File: src/sv/hrpm_pkg.sv
`timescale 1ns / 1ps
// ----------------------------------------------------------------------------
// hrpm_pkg
// Shared types and constants of the HSV red pixel mask: threshold bundle,
// register map and reset values.
// ----------------------------------------------------------------------------
package hrpm_pkg;

    // Threshold registers as seen by the datapath
    typedef struct packed {
        logic [7:0] hue_low;
        logic [7:0] hue_high;
        logic [7:0] sat;
        logic [7:0] value;
    } hrpm_limits_t;

    // Register indexes (byte address = 4 * index)
    localparam logic [1:0] REG_HUE_LOW  = 2'd0;
    localparam logic [1:0] REG_HUE_HIGH = 2'd1;
    localparam logic [1:0] REG_SAT      = 2'd2;
    localparam logic [1:0] REG_VALUE    = 2'd3;

    localparam int unsigned ADDR_W = 4;

    // Reset values of the thresholds
    localparam logic [7:0] HUE_LOW_RST  = 8'd5;
    localparam logic [7:0] HUE_HIGH_RST = 8'd174;
    localparam logic [7:0] SAT_RST      = 8'd153;
    localparam logic [7:0] VALUE_RST    = 8'd102;

endpackage

File: src/sv/hsv_red_pixel_mask_top.sv
`timescale 1ns / 1ps
// ----------------------------------------------------------------------------
// hsv_red_pixel_mask_top
// Marks BGR pixels whose HSV colour lies in the red hue band with enough
// saturation and brightness; thresholds sit behind an APB register port.
// ----------------------------------------------------------------------------
// start passes pipe stages A to D before the done strobe carrying marked.
// Throughput: one item per clock; busy is never raised, the four register
//   stages of hrpm_pipe each take a new item every cycle.
// The receiver cannot stall: each result is shown for exactly one cycle.
// Reset: rst_n clears all valid bits and loads the thresholds with
//   hue low 5, hue high 174, saturation 153, value 102.
// ----------------------------------------------------------------------------
module hsv_red_pixel_mask_top
(
    input  logic                         clk,
    input  logic                         rst_n,
    // pixel command channel
    input  logic                         start,
    output logic                         busy,
    input  logic [7:0]                   blue,
    input  logic [7:0]                   green,
    input  logic [7:0]                   red,
    // result
    output logic                         done,
    output logic                         marked,
    // configuration port
    input  logic                         psel,
    input  logic                         penable,
    input  logic                         pwrite,
    input  logic [hrpm_pkg::ADDR_W-1:0]  paddr,
    input  logic [31:0]                  pwdata,
    output logic [31:0]                  prdata,
    output logic                         pready
);

    // Threshold registers
    logic [7:0]             hue_low_reg;
    logic [7:0]             hue_high_reg;
    logic [7:0]             sat_reg;
    logic [7:0]             value_reg;
    logic                   cfg_write;
    logic [1:0]             cfg_index;
    hrpm_pkg::hrpm_limits_t limits;

    // The pipeline never backs up, so every start is taken
    assign busy   = 1'b0;
    assign pready = 1'b1;

    // Register index from the word address; low byte bits ignored
    assign cfg_index = paddr[3:2];
    assign cfg_write = psel && penable && pwrite && pready;

    // Hold thresholds; load the addressed one on a completed write
    always_ff @(posedge clk or negedge rst_n)
    begin
        if (!rst_n)
        begin
            hue_low_reg  <= hrpm_pkg::HUE_LOW_RST;
            hue_high_reg <= hrpm_pkg::HUE_HIGH_RST;
            sat_reg      <= hrpm_pkg::SAT_RST;
            value_reg    <= hrpm_pkg::VALUE_RST;
        end
        else if (cfg_write)
        begin
            case (cfg_index)
                hrpm_pkg::REG_HUE_LOW:  hue_low_reg  <= pwdata[7:0];
                hrpm_pkg::REG_HUE_HIGH: hue_high_reg <= pwdata[7:0];
                hrpm_pkg::REG_SAT:      sat_reg      <= pwdata[7:0];
                hrpm_pkg::REG_VALUE:    value_reg    <= pwdata[7:0];
                default:                ;
            endcase
        end
    end

    // Read back the addressed threshold, zero extended
    always_comb
    begin
        case (cfg_index)
            hrpm_pkg::REG_HUE_LOW:  prdata = {24'd0, hue_low_reg};
            hrpm_pkg::REG_HUE_HIGH: prdata = {24'd0, hue_high_reg};
            hrpm_pkg::REG_SAT:      prdata = {24'd0, sat_reg};
            hrpm_pkg::REG_VALUE:    prdata = {24'd0, value_reg};
            default:                prdata = 32'd0;
        endcase
    end

    // Bundle the thresholds for the datapath
    assign limits.hue_low  = hue_low_reg;
    assign limits.hue_high = hue_high_reg;
    assign limits.sat      = sat_reg;
    assign limits.value    = value_reg;

    // Datapath: advance one stage per clock, valid bit alongside each item
    hrpm_pipe u_pipe
    (
        .clk       (clk),
        .rst_n     (rst_n),
        .in_valid  (start && !busy),
        .blue      (blue),
        .green     (green),
        .red       (red),
        .limits    (limits),
        .out_valid (done),
        .marked    (marked)
    );

`ifndef ASSERT_OFF
    // every accepted item yields its result at the end of the pipeline
    assert property (@(posedge clk) disable iff (!rst_n)
        (start && !busy) |-> ##4 done)
        else $error("accepted item produced no result");

    // no result without a matching accepted item at the pipe input
    assert property (@(posedge clk) disable iff (!rst_n)
        done |-> $past(start && !busy, 4))
        else $error("result without accepted item");
`endif

endmodule

File: src/sv/hrpm_pipe.sv
`timescale 1ns / 1ps
// ----------------------------------------------------------------------------
// hrpm_pipe
// Four-stage datapath: channel max/min and sector, scaled hue numerator and
// saturation products, hue bounds with saturation and value tests, hue test and mark.
// The divisions of the HSV formulas are folded into cross-multiplied compares.
// ----------------------------------------------------------------------------
module hrpm_pipe
(
    input  logic                 clk,
    input  logic                 rst_n,
    input  logic                 in_valid,
    input  logic [7:0]           blue,
    input  logic [7:0]           green,
    input  logic [7:0]           red,
    input  hrpm_pkg::hrpm_limits_t limits,
    output logic                 out_valid,
    output logic                 marked
);

    localparam logic [1:0] SEC_RED   = 2'd0;
    localparam logic [1:0] SEC_GREEN = 2'd1;
    localparam logic [1:0] SEC_BLUE  = 2'd2;

    // ---------------- stage A: max, min, sector ----------------
    logic              a_valid_reg;
    logic [7:0]        a_vmax_reg, a_vmax_next;
    logic [7:0]        a_diff_reg, a_diff_next;
    logic [1:0]        a_sec_reg,  a_sec_next;
    logic signed [8:0] a_num_reg,  a_num_next;
    logic [7:0]        a_vmin;

    always_comb
    begin
        a_vmax_next = blue;
        a_vmin      = blue;
        if (green > a_vmax_next) a_vmax_next = green;
        if (red   > a_vmax_next) a_vmax_next = red;
        if (green < a_vmin)      a_vmin      = green;
        if (red   < a_vmin)      a_vmin      = red;
        a_diff_next = a_vmax_next - a_vmin;
        // red wins ties, then green
        if (red == a_vmax_next)
        begin
            a_sec_next = SEC_RED;
            a_num_next = $signed({1'b0, green}) - $signed({1'b0, blue});
        end
        else if (green == a_vmax_next)
        begin
            a_sec_next = SEC_GREEN;
            a_num_next = $signed({1'b0, blue}) - $signed({1'b0, red});
        end
        else
        begin
            a_sec_next = SEC_BLUE;
            a_num_next = $signed({1'b0, red}) - $signed({1'b0, green});
        end
    end

    always_ff @(posedge clk or negedge rst_n)
    begin
        if (!rst_n)
            a_valid_reg <= 1'b0;
        else
            a_valid_reg <= in_valid;
    end

    always_ff @(posedge clk)
    begin
        a_vmax_reg <= a_vmax_next;
        a_diff_reg <= a_diff_next;
        a_sec_reg  <= a_sec_next;
        a_num_reg  <= a_num_next;
    end

    // ---------------- stage B: hue numerator, saturation products ----------------
    logic               b_valid_reg;
    logic [7:0]         b_vmax_reg, b_diff_reg;
    logic [16:0]        b_n_reg,    b_n_next;
    logic [16:0]        b_sprod_reg, b_sprod_next;
    logic [16:0]        b_slhs_reg,  b_slhs_next;
    logic [16:0]        b_lprod_reg, b_lprod_next;
    logic signed [17:0] b_base;
    logic signed [17:0] b_n_raw;
    logic [17:0]        b_diff_ext;

    always_comb
    begin
        b_diff_ext = {10'd0, a_diff_reg};
        case (a_sec_reg)
            SEC_RED:   b_base = 18'sd0;
            SEC_GREEN: b_base = $signed(b_diff_ext * 18'd60);
            SEC_BLUE:  b_base = $signed(b_diff_ext * 18'd120);
            default:   b_base = 18'sd0;
        endcase
        // half-degree hue times diff
        b_n_raw = b_base + ($signed({{9{a_num_reg[8]}}, a_num_reg}) * 18'sd30);
        if (b_n_raw < 0)
            b_n_raw = b_n_raw + $signed(b_diff_ext * 18'd180);
        b_n_next     = b_n_raw[16:0];
        b_sprod_next = {({8'd0, a_vmax_reg} * {8'd0, limits.sat}), 1'b0};
        b_slhs_next  = 17'({9'd0, a_diff_reg} * 17'd510) + {9'd0, a_vmax_reg};
        b_lprod_next = {9'd0, a_diff_reg} * ({9'd0, limits.hue_low} + 17'd1);
    end

    always_ff @(posedge clk or negedge rst_n)
    begin
        if (!rst_n)
            b_valid_reg <= 1'b0;
        else
            b_valid_reg <= a_valid_reg;
    end

    always_ff @(posedge clk)
    begin
        b_vmax_reg  <= a_vmax_reg;
        b_diff_reg  <= a_diff_reg;
        b_n_reg     <= b_n_next;
        b_sprod_reg <= b_sprod_next;
        b_slhs_reg  <= b_slhs_next;
        b_lprod_reg <= b_lprod_next;
    end

    // ---------------- stage C: hue bounds, saturation and value tests ----------------
    logic        c_valid_reg;
    logic [17:0] c_x_reg,    c_x_next;
    logic [17:0] c_low_reg,  c_low_next;
    logic [17:0] c_high_reg, c_high_next;
    logic [17:0] c_wrap_reg, c_wrap_next;
    logic        c_grey_reg, c_sat_ok_reg, c_v_ok_reg;
    logic        c_sat_ok_next;

    always_comb
    begin
        c_x_next    = {b_n_reg, 1'b0} + {10'd0, b_diff_reg};
        c_low_next  = {b_lprod_reg, 1'b0};
        c_high_next = {1'b0, ({9'd0, b_diff_reg} * {9'd0, limits.hue_high})} << 1;
        c_wrap_next = {10'd0, b_diff_reg} * 18'd360;
        // a black pixel has zero saturation
        if (b_vmax_reg == 8'd0)
            c_sat_ok_next = (limits.sat == 8'd0);
        else
            c_sat_ok_next = (b_slhs_reg >= b_sprod_reg);
    end

    always_ff @(posedge clk or negedge rst_n)
    begin
        if (!rst_n)
            c_valid_reg <= 1'b0;
        else
            c_valid_reg <= b_valid_reg;
    end

    always_ff @(posedge clk)
    begin
        c_x_reg      <= c_x_next;
        c_low_reg    <= c_low_next;
        c_high_reg   <= c_high_next;
        c_wrap_reg   <= c_wrap_next;
        c_grey_reg   <= (b_diff_reg == 8'd0);
        c_sat_ok_reg <= c_sat_ok_next;
        c_v_ok_reg   <= (b_vmax_reg >= limits.value);
    end

    // ---------------- stage D: hue test and mark ----------------
    logic d_valid_reg;
    logic d_mark_reg, d_mark_next;
    logic d_hue_ok;

    always_comb
    begin
        // grey pixels and hue rounded up to 180 both give hue 0
        d_hue_ok = c_grey_reg
                 || (c_x_reg >= c_wrap_reg)
                 || (c_x_reg <  c_low_reg)
                 || (c_x_reg >= c_high_reg);
        d_mark_next = d_hue_ok && c_sat_ok_reg && c_v_ok_reg;
    end

    always_ff @(posedge clk or negedge rst_n)
    begin
        if (!rst_n)
            d_valid_reg <= 1'b0;
        else
            d_valid_reg <= c_valid_reg;
    end

    always_ff @(posedge clk)
    begin
        d_mark_reg <= d_mark_next;
    end

    assign out_valid = d_valid_reg;
    assign marked    = d_mark_reg;

`ifndef ASSERT_OFF
    // black pixel can only pass saturation with a zero limit
    assert property (@(posedge clk) disable iff (!rst_n)
        (c_valid_reg && $past(b_vmax_reg) == 8'd0 && $past(limits.sat) != 8'd0)
        |-> !c_sat_ok_reg)
        else $error("black pixel passed saturation test");

    // a mark requires the value test to have passed
    assert property (@(posedge clk) disable iff (!rst_n)
        (d_valid_reg && d_mark_reg) |-> $past(c_v_ok_reg))
        else $error("mark without value test");
`endif

endmodule
File: config.mk
export PLATFORM = sky130hd
export DESIGN_NAME = hsv_red_pixel_mask_top
export DESIGN_NICKNAME = d
export VERILOG_FILES = /design/src/sv/hrpm_pkg.sv /design/src/sv/hsv_red_pixel_mask_top.sv /design/src/sv/hrpm_pipe.sv
export SDC_FILE = /design/constraint.sdc
export NUM_CORES = 1
export LEC_CHECK = 0
export BUFFER_PORTS_ARGS = -buffer_cell sky130_fd_sc_hd__buf_4
export CORE_ASPECT_RATIO = 0.75
export CORE_UTILIZATION = 64
export CTS_CLUSTER_SIZE = 40
export DETAILED_ROUTE_END_ITERATION = 6
export GPL_TIMING_DRIVEN = 0
export PLACE_DENSITY = 0.78
export SLEW_MARGIN = 10
export SYNTH_ARGS = -nofsm -noshare
export SYNTH_HDL_FRONTEND = slang
export SYNTH_SLANG_ARGS = --single-unit
File: constraint.sdc
create_clock -name clk -period 6.2 [get_ports clk]
set_clock_uncertainty 0.15 [all_clocks]
set_input_delay 0.62 -clock clk [delete_from_list [all_inputs] [get_ports clk]]
set_output_delay 0.62 -clock clk [all_outputs]
set_load 0.01 [all_outputs]
### Word level (Yosys, flattened, before mapping)

Index checks and enable logic that the tools add are counted.
W data, S select, Z words.

* input port bits: 66
* output and inout bits: 36
* flip-flop bits (word level): 215

* reduce and logical (&&, ||, !) cells: 15
* add/subtract/negate cells: 9
* mux-type cells: 11
* order comparisons: 10
* eq/ne operators: 7
* multiply operators: 9

Operators by type and width (number)
* $pmux W32 S4: 1
* $ge A18 B17 Y1: 2
* $mul A8 B8 Y16: 2
* $mux W8: 4
* $pmux W15 S2: 1
* $mul A8 B6 Y14 const B: 2
* $sub A8 B8 Y9: 3
* $logic_not A8 Y1: 3
* $mul A8 B4 Y12 const B: 2
* $add A18 B8 Y18: 1
* $lt A18 B1 Y1 const B: 1
* $lt A18 B18 Y1: 1
* $mux W9: 2
* $add A16 B15 Y17: 1
* $add A17 B17 Y17: 1
* $add A17 B8 Y17: 1
* $ge A17 B17 Y1: 1
* $mul A8 B17 Y17: 1
* $mux W17: 1
* $eq A8 B8 Y1: 2
* $gt A8 B8 Y1: 2
* $lt A8 B8 Y1: 2
* $mul A8 B8 Y16 const B: 1
* $mul A9 B5 Y14 const B: 1
* 11 further kinds: 22

### Longest topological paths before layout

* word-level depth: 7
* depth in mapped cells: 29
* gate-level depth less buffers: 28

### Cells and area by module

From an unflattened synthesis, not the netlist that was laid out.

* cells, all modules: 2441
* area total of the unflattened synthesis: 22780.6 um^2

By module, submodules not included
* hrpm_pipe: area each 21129.0 um^2, seq. area each 3603.5 um^2, cells each 2333, times used 1
* hsv_red_pixel_mask_top: area each 1651.6 um^2, seq. area each 819.5 um^2, cells each 108, times used 1

### Worst setup path before layout

No wires, ideal clock.

* kind: register to register
* start: reg u_pipe.a_diff_reg[1]
* end: reg u_pipe.b_n_reg[16]
* buffers on the path: 0
* cell stages (with the launch flop): 25
* path slack: 499 ps
* arrival: 5448 ps
* clock period less this slack: 5701 ps
* required time: 5947 ps
* cells stage by stage: dfxtp_1 -> fa_1 -> xor2_1 -> ha_1 -> ha_1 -> a31o_1 -> a21oi_1 -> o21bai_1 -> a21oi_1 -> o21bai_1 -> a21oi_1 -> xnor2_1 -> a22oi_1 -> nor2_1 -> ha_1 -> or2_2 -> a21oi_1 -> a31oi_1 -> xor2_1 -> ha_1 -> or3_1 -> o21ai_0 -> a21oi_1 -> and3_1 -> a2111oi_2

* word-level cells in the longest chain between the ends: 5
* elaborated cells on any way between the ends: 8

RTL lines
* start: declaration: line hrpm_pipe.sv:28 `logic [7:0] a_diff_reg, a_diff_next;`
* start signal: assignment: line hrpm_pipe.sv:71 `a_diff_reg <= a_diff_next;`
* $mul A8 B4 Y12: line hrpm_pipe.sv:92, hrpm_pipe.sv:93
* $pmux W15 S2: line hrpm_pipe.sv:90 `case (a_sec_reg)`
* $add A16 B15 Y17: line hrpm_pipe.sv:97 `b_n_raw = b_base + ($signed({{9{a_num_reg[8]}}, a_num_reg}) * 18'sd30);`
* $add A17 B17 Y17 / $lt A18 B1 Y1 (equally long branches): line hrpm_pipe.sv:99, hrpm_pipe.sv:98
* $mux W17 *: line hrpm_pipe.sv:98 `if (b_n_raw < 0)`
* end signal: assignment: line hrpm_pipe.sv:118 `b_n_reg <= b_n_next;`
* end: declaration: line hrpm_pipe.sv:79 `logic [16:0] b_n_reg, b_n_next;`

Every way passes the cells marked *; elsewhere a longest branch is shown, timed or not.
A chain may end at the register's enable or synchronous reset.

### Worst setup path after layout

* start: reg u_pipe.a_diff_reg[4]
* end: reg u_pipe.b_n_reg[15]

* word-level cells in the longest chain between the ends: 5
* elaborated cells on any way between the ends: 8

RTL lines
* $mul A8 B4 Y12: line hrpm_pipe.sv:92, hrpm_pipe.sv:93
* $pmux W15 S2: line hrpm_pipe.sv:90
* $add A16 B15 Y17: line hrpm_pipe.sv:97
* $add A17 B17 Y17 / $lt A18 B1 Y1 (equally long branches): line hrpm_pipe.sv:99, hrpm_pipe.sv:98
* $mux W17 *: line hrpm_pipe.sv:98
* named net u_pipe.b_n_raw[15]: line hrpm_pipe.sv:84 `logic signed [17:0] b_n_raw;`

The timed path passes the listed nets; every way through them passes the cells marked *.

==> results.md <==
* Status: complete, but fails checks
* Failing checks: design-rule violations
* Layout cell share with drive strength beyond 1 at under 10%
* Number of global-route vias before repair at 17836
* GPL Wtd Cong at 0.9681
* Cells after Synth at around 2500
* Register area share after synthesis at roughly a fifth
* Cell variety after synth at between 70 and 80
* Worst Hold Class: input pin to register
* Core footprint at ~35000 um2
* Max reg flops at 18
* Slew HR at 25.49%
* Port Buffer Count at between 40 and 50
* Routed vias at about 17000
* Final Setup Violations at 0
* Crit. End Element: register
* Crit-path max FO at 13
* Post-DP HPWL at between 40000 and 50000 um
* Routed wire length at ~53000 um
* Root buf cell: clkbuf_16
* Largest net degree at the start of global routing at 37
* Synth warn at 0
* R2R depth at 26
* TritonCTS clock tree: yes
* Post-synthesis adder-cell area fraction at between 30% and 40%
* Share of the synthesized area in the top cell type at between 20% and 30%
* Max incr delay on CP at approximately 0.57 ns
* Nets@finish at roughly 3200
* H-tree depth at 1
* Tightest Pin Transition at around 1.1 ns
* Routed Antenna Nets at 0
* Area grow syn2layout at 8.811%
* Vias per cell at roughly 5.7
* Critical path's most frequent cell: ha_1
* WHS Endpoint: u_pipe.a_valid_reg
* Period utilization at between 90% and 100%
* CTS Buffer Depth at 3
* I/O pin cnt at 102
* DIE HEIGHT at between 150 and 200 um
* Most frequent cells in the layout: 432 x inv_1, 384 x ha_1, 187 x fa_1, 167 x dfxtp_1, 160 x nand2_1
* Synth area leader: ha_1
* Fill count at roughly 2600
* Final Critical Period at approximately 6.0 ns
* # DRC at 6
* Most common cell after layout, fill and taps aside: inv_1
* Largest family of logic cells by synthesized area: adder cells
* Mux cell area share after synthesis at 4.430%
* CP Class: register to register
* Post-synthesis simple-gate area fraction at approximately 12%
* Fmax achieved at between 150 and 200 MHz
* Global-route wire length before repair at approximately 88000 um
* Worst R2R Start: u_pipe.a_diff_reg[4]
* Synth Cell Area at approximately 23000 um2
* Die width at around 220 um
* 1st-iter DRT viols at about 1200
* Pre-Repair DR Iteration Count at 7
* Die Area at about 37000 um2
* Initial antenna violation count at 0
* Final hold vios at 0
* Reg2reg end: u_pipe.b_n_reg[15]
* Reg-to-reg slack, setup at 0.21 ns
* Reg clk slew, reported paths at approximately 0.07 ns
* Max-Cap Viols at 0
* Pins over their slew limit at 0
* Worst Path Required at 6.43 ns
* Diodes inserted at 0
* Yosys reg bits at about 210
* Startpoint Class: register
* HP Start: start
* Cell Rows at between 50 and 60
* Worst EP arrival at around 6.2 ns
* Share of flip-flops with an asynchronous set or reset at 17.06%
* Cts bufs inserted at 21
* Post-synthesis xor/xnor area fraction at 6.579%
* Dominant cells by area after synthesis: ha_1 21%, fa_1 17%, dfxtp_1 15%, inv_1 7.2%, xnor2_1 4.7%
* Remaining Overflow, GRT at 0
* Total track usage at a little under a third
* Top FF cell, synth: dfxtp_1
* Post-synth EDFFs at 0
* Worst skew pair latency at slightly above 0.5 ns
* Syn avg cell area at a little over 9 um2
* Post-DR wirelength/cell at roughly 17 um
* Worst Hold Path Cells at 1
* Starting Density at between 60% and 70%
* Setup Slack @ Placement at -0.8612 ns
* Crit-path slowest cell: fa_1
* Compound-gate portion of the synthesized area at a little over a tenth
* Worst setup margin at between 0.2 and 0.25 ns
* Clk sinks at about 210
## layer usage
metal  wire length [um]  vias up  track usage, %
li1                   -     8348               -
met1              25530     8471           44.48
met2              23430      477           46.72
met3               3291       87           3.974
met4               1024        0           6.387
met5                  0        -               0
## stage by stage
step	area, um2	std cells	util [%]	hold WS [ns]	TNS, ns
4_1_cts	24690	3057	70.71	0.05091	0
3_5_place_dp	23910	3016	68.47	0.1621	-6.921
6_report	24890	3072	71.29	0.06291	0
5_1_grt	24890	3072	71.29	0.05240	-0.08415
2_1_floorplan	22970	2510	-	0.1596	0
3_3_place_gp	23910	3016	68.47	0.1626	-4.284
## synth_stat cells, types with 22 or more instances
library cell and number:
a21o_1 47, a21oi_1 100, and2_1 113, buf_4 27
clkbuf_1 35, dfxtp_1 175, fa_1 190, ha_1 386
inv_1 436, mux2_1 25, mux2i_1 31, nand2_1 160
nand3_1 28, nor2_1 112, nor2b_1 32, nor3_1 24
o21a_1 22, o21ai_0 33, o21ai_1 48, xnor2_1 124
xor2_1 46
## critical path, delay by kind of cell, from the launching register on
kind / cells / cell delay (ns)
compound gates: 9 / 1.32
buf+inv: 4 / 0.44
fa+ha+maj: 5 / 2.19
simple gates: 5 / 0.86
flops: 1 / 0.47
xor+xnor: 3 / 0.42
## logic make-up (layout without fill, tap and decap cells)
family	after synthesis	in the layout
buffers and inverters	509	614
AND/OR/NAND/NOR	557	557
AO/OA/AOI/OAI	375	375
other	2	26
flip-flops	211	211
adder cells (fa/ha/maj)	576	576
multiplexers	85	85
XOR/XNOR	171	171
## timing repair
| item | CTS | global route |
|---|---|---|
| endpoints found under the hold margin | 21 | 0 |
| resized for setup | 16 | 22 |
| setup endpoints to repair | 16 | 5 |
| cloned | 0 | 0 |
| hold buffers | 1 | 0 |
| setup buffers | 3 | 16 |
| pin swaps | 1 | 2 |
## cell type report
cell class,instances,area [um2],area share [%]
plain buffers,66,382.9,1.538
inverters,441,1667,6.695
well taps,457,571.8,2.297
repair buffers,69,520.5,2.091
clock buffers,26,574.3,2.307
multi-input cells,1790,16600,66.67
flip-flops and latches,211,4448,17.87
clock inverters,12,133.9,0.5378
## worst max-delay path by stage
stage	from	to	slack [ns]	cells after the start
floorplan	u_pipe.a_diff_reg[1]	u_pipe.b_n_reg[16]	0.50	24
global placement	u_pipe.a_diff_reg[1]	u_pipe.b_n_reg[15]	-0.66	26
detailed placement	u_pipe.a_diff_reg[1]	u_pipe.b_n_reg[15]	-0.86	26
CTS	u_pipe.a_diff_reg[1]	u_pipe.b_n_reg[15]	0.04	27
global route	u_pipe.a_diff_reg[4]	u_pipe.b_n_reg[15]	-0.07	26
finish	u_pipe.a_diff_reg[4]	u_pipe.b_n_reg[15]	0.21	26
Power is left out: the tool's default activity adds up to more than one toggle a clock period on the data nets, which glitch-free logic cannot reach.
